===== src/sfw_pkg.sv =====
package sfw_pkg;

   // Default sizes of the bin store
   localparam int MAX_BINS_DEF   = 2048;
   localparam int VALUE_BITS_DEF = 32;

   // Field widths of the request and response items
   localparam int INDEX_W    = 11;
   localparam int VAL_W      = 32;
   localparam int REQ_DATA_W = 48;
   localparam int RSP_DATA_W = 48;
   localparam int PAD_W      = RSP_DATA_W - INDEX_W - VAL_W;

   // Configuration register widths
   localparam int RATIO_W    = 18;
   localparam int WIDTH_W    = 12;
   localparam int CSR_DATA_W = 18;
   localparam int CSR_ADDR_W = 1;

   // Fixed-point position format
   localparam int FRAC_BITS = 16;
   localparam int POS_W     = 13;
   localparam logic [RATIO_W-1:0]     RATIO_ONE = RATIO_W'(65536);
   localparam logic [FRAC_BITS:0]     WEIGHT_ONE = {1'b1, {FRAC_BITS{1'b0}}};

   // Reset values of the configuration registers
   localparam logic [RATIO_W-1:0] RATIO_RST  = RATIO_ONE;
   localparam logic [WIDTH_W-1:0] ACTIVE_RST = WIDTH_W'(1025);

   // Request kinds carried on tuser
   localparam logic OP_WRITE = 1'b0;
   localparam logic OP_READ  = 1'b1;

   // Response status carried on tuser
   localparam logic STATUS_OK    = 1'b0;
   localparam logic STATUS_RANGE = 1'b1;

   // Configuration register indexes
   typedef enum logic [CSR_ADDR_W-1:0] {
      CSR_WARP_RATIO  = 1'b0,
      CSR_ACTIVE_BINS = 1'b1
   } csr_index_type;

   // Sequencer states
   typedef enum logic [2:0] {
      S_IDLE,
      S_POS,
      S_ADDR_A,
      S_ADDR_B,
      S_TAP_B,
      S_DONE,
      S_RESP
   } sfw_state_type;

   // Control of the shared multiply-accumulate unit
   typedef struct packed {
      logic en;
      logic acc;
   } mac_ctl_type;

endpackage


===== src/sfw_mac.sv =====
module sfw_mac #(
   parameter int A_W = 32,
   parameter int B_W = 17
) (
   input  logic                  clock,
   input  sfw_pkg::mac_ctl_type  ctl,
   input  logic [A_W-1:0]        op_a,
   input  logic [B_W-1:0]        op_b,
   output logic [A_W+B_W:0]      acc
);
   import sfw_pkg::*;

   localparam int ACC_W = A_W + B_W + 1;

   logic [A_W+B_W-1:0] prod;
   logic [ACC_W-1:0]   acc_ff;
   logic [ACC_W-1:0]   acc_in;

   // Multiply, then either start a new sum or add to the running one
   always_comb begin
      prod   = op_a * op_b;
      acc_in = (ctl.acc ? acc_ff : '0) + ACC_W'(prod);
   end

   always_ff @(posedge clock) begin
      if (ctl.en) begin
         acc_ff <= acc_in;
      end
   end

   assign acc = acc_ff;

endmodule


===== config.mk =====
export PLATFORM = sky130hd
export DESIGN_NAME = sfw_mac
export DESIGN_NICKNAME = d
export VERILOG_FILES = /design/src/sfw_pkg.sv /design/src/sfw_mac.sv
export SDC_FILE = /design/constraint.sdc
export NUM_CORES = 1
export LEC_CHECK = 0
export BUFFER_PORTS_ARGS = -buffer_cell sky130_fd_sc_hd__buf_2
export CAP_MARGIN = 5
export CORE_MARGIN = 3
export CORE_UTILIZATION = 46
export DETAILED_ROUTE_END_ITERATION = 8
export PLACE_DENSITY = 0.7
export SLEW_MARGIN = 20
export SYNTH_ARGS = -nofsm -noshare
export SYNTH_HDL_FRONTEND = slang
export SYNTH_SLANG_ARGS = --single-unit

===== constraint.sdc =====
create_clock -name clock -period 12.6 [get_ports clock]
set_clock_uncertainty 0.05 [all_clocks]
set_input_delay 1.26 -clock clock [delete_from_list [all_inputs] [get_ports clock]]
set_output_delay 1.26 -clock clock [all_outputs]
set_load 0.005 [all_outputs]

==> impl_metrics.json <==
{
  "drtIter0Drc": 1164,
  "cap_violations": 0,
  "row_count": 76,
  "final_layout_size_suffix_gt1_share_pct": 5.895,
  "wl_per_cell_um": 19.81,
  "final_cell_mix": "inv_1, fa_1, nand2_1",
  "design.core.area_um2": 43460,
  "post-dp-hpwl_mm": 43.84,
  "die_area_um2": 46940,
  "r2r_slack_ns": 6.52,
  "grt_max_degree": 51,
  "grt_pass1_wl_mm": 92.36,
  "cts_buffer_depth": 2,
  "cts_root_buffer": "clkbuf_16",
  "r2r_start": "acc[7]",
  "cts_made_buffers": 5,
  "cts_setup_buffers": 0,
  "path_max_fanout": 32,
  "grt_antenna_before_repair": 1,
  "nets": 2942,
  "antenna_left": 0,
  "syn-num-nets": 2929,
  "clk_pin_slew_ns": 0.08,
  "fin_crit_sh_pct": 62.03,
  "r2r-end": "acc[45]",
  "grt_use_total_pct": 25.51,
  "holdWs_ns": 0.6447,
  "final.setup.tns_ns": 0,
  "syn_area_per_cell_um2": 9.027,
  "yosys_register_bits": 50,
  "end_kind": "flop",
  "cts.sinks": 50,
  "initial_core_util_pct": 46.97,
  "rsz0062_at_grt": "false",
  "synth_edf_count": 50,
  "placed_cell_area_um2": 21280,
  "cts_resized": 0,
  "worstSetupStartpoint": "op_b[2]",
  "hold_depth": 2,
  "yosysWarnings": 0,
  "synth_cell_types": 66,
  "area_delta_synth_final_pct": 4.922,
  "mostFrequentLayoutCell": "inv_1",
  "relSlewSlack_pct": 39.99,
  "drc": 0,
  "setup_viol": 0,
  "cp.arrival_ns": 7.85,
  "cts.htree.levels": 2,
  "overflow": 0,
  "design_area_um2": 21420,
  "drtPass1Iterations": 5,
  "worstSkewPairLatency_ns": 0.34,
  "start_kind": "input port",
  "critPathKind": "input port to flop",
  "async_flop_share_pct": 0,
  "worst_pin_slew_ns": 0.9001,
  "slew_viol_final": 0,
  "numPortBuffers": 101,
  "syn-cell-area_um2": 20410,
  "min_to": "acc[0]",
  "min_path_type": "flop to flop",
  "routed_wl_mm": 56.63,
  "tritoncts": "built",
  "min_period_ns": 7.816,
  "largest_reg_flops": 50,
  "outcome": "finished clean",
  "die_x_um": 216.6,
  "gp_congestion": 0.9763,
  "cts_hold_buf": 0,
  "cp.required_ns": 12.64,
  "synthCells": 2261,
  "die_h_um": 216.6,
  "r2r_cells": 20,
  "max_freq_mhz": 127.9,
  "io_pins": 102,
  "dr_total_vias": 15387,
  "routed_via_density": 5.382,
  "worstHoldStart": "acc[0]",
  "ys_seq_area_share_pct": 7.356,
  "hold_viol": 0,
  "grt_pass1_vias": 17088,
  "synth_ff_type": "edfxtp_1"
}
## layer usage
metal	share of wire, %	track usage [%]	up-vias
met5	0	0	-
met4	4.2	10.09	0
met3	8.9	5.062	137
met2	48	42.80	713
met1	39	32.68	7963
li1	-	-	6574
## synthesized netlist by cell type, types with 9 or more instances
library cell	n	share of area, %
edfxtp_1	50	7.4
nand2_1	400	7.4
xnor2_1	28	1.2
xor2_1	13	0.56
nor2_1	27	0.50
nand3_1	9	0.22
a21o_1	30	1.1
o21ai_0	16	0.39
a21oi_1	46	1.1
clkbuf_1	92	1.7
fa_1	498	49
and2_1	228	7.0
inv_1	586	11
ha_1	118	7.2
and3_1	11	0.34
## worst max-delay path by stage
stage | endpoint | cells after the start
2_1_floorplan | acc[35] | 21
3_3_place_gp | acc[45] | 19
3_5_place_dp | acc[45] | 19
4_1_cts | acc[45] | 19
5_1_grt | acc[45] | 19
6_report | acc[45] | 19
## cells by family (layout without fill, tap and decap cells)
| family | count (synthesis) | in the layout | share of synthesized area, % |
|---|---|---|---|
| flip-flops | 50 | 50 | 7.356 |
| buffers and inverters | 683 | 695 | 12.63 |
| adder cells (fa/ha/maj) | 616 | 616 | 56.08 |
| XOR/XNOR | 41 | 41 | 1.759 |
| AO/OA/AOI/OAI | 151 | 151 | 5.211 |
| multiplexers | 2 | 2 | 0.1042 |
| AND/OR/NAND/NOR | 718 | 718 | 16.86 |
| other | 0 | 1 | 0 |
## critical path, cell delays in order
cell and delay (ns):
buf_2 0.66, nand2_1 0.21, fa_1 0.56, fa_1 0.58, fa_1 0.46, fa_1 0.55, inv_1 0.05, fa_1 0.47
inv_1 0.05, fa_1 0.47, inv_1 0.05, ha_1 0.37, a21oi_2 0.18, o21ai_2 0.09, o2111ai_1 0.63, a21oi_2 0.22
o31ai_1 0.65, o21ai_1 0.15, xor2_1 0.17
## per-stage QoR
step                instances  setup WS [ns]  util, %
floorplan                2261          5.809        -
global placement         2852          4.646    48.98
detailed placement       2852          4.516    48.98
CTS                      2858          4.878    49.27
global route             2858          4.599    49.27
finish                   2859          4.784    49.28
## cell type report
cell class	instances	area (um^2)
Clock inverter	1	3.754
Sequential cell	50	1501
Inverter	586	2200
Clock buffer	5	125.1
Multi-Input combinational cell	1528	16330
Antenna cell	1	2.502
Tap cell	585	732.0
Fill cell	4144	22040
Timing Repair Buffer	103	520.5
Power is left out: the tool's default activity adds up to more than one toggle a clock period on the data nets, which glitch-free logic cannot reach.
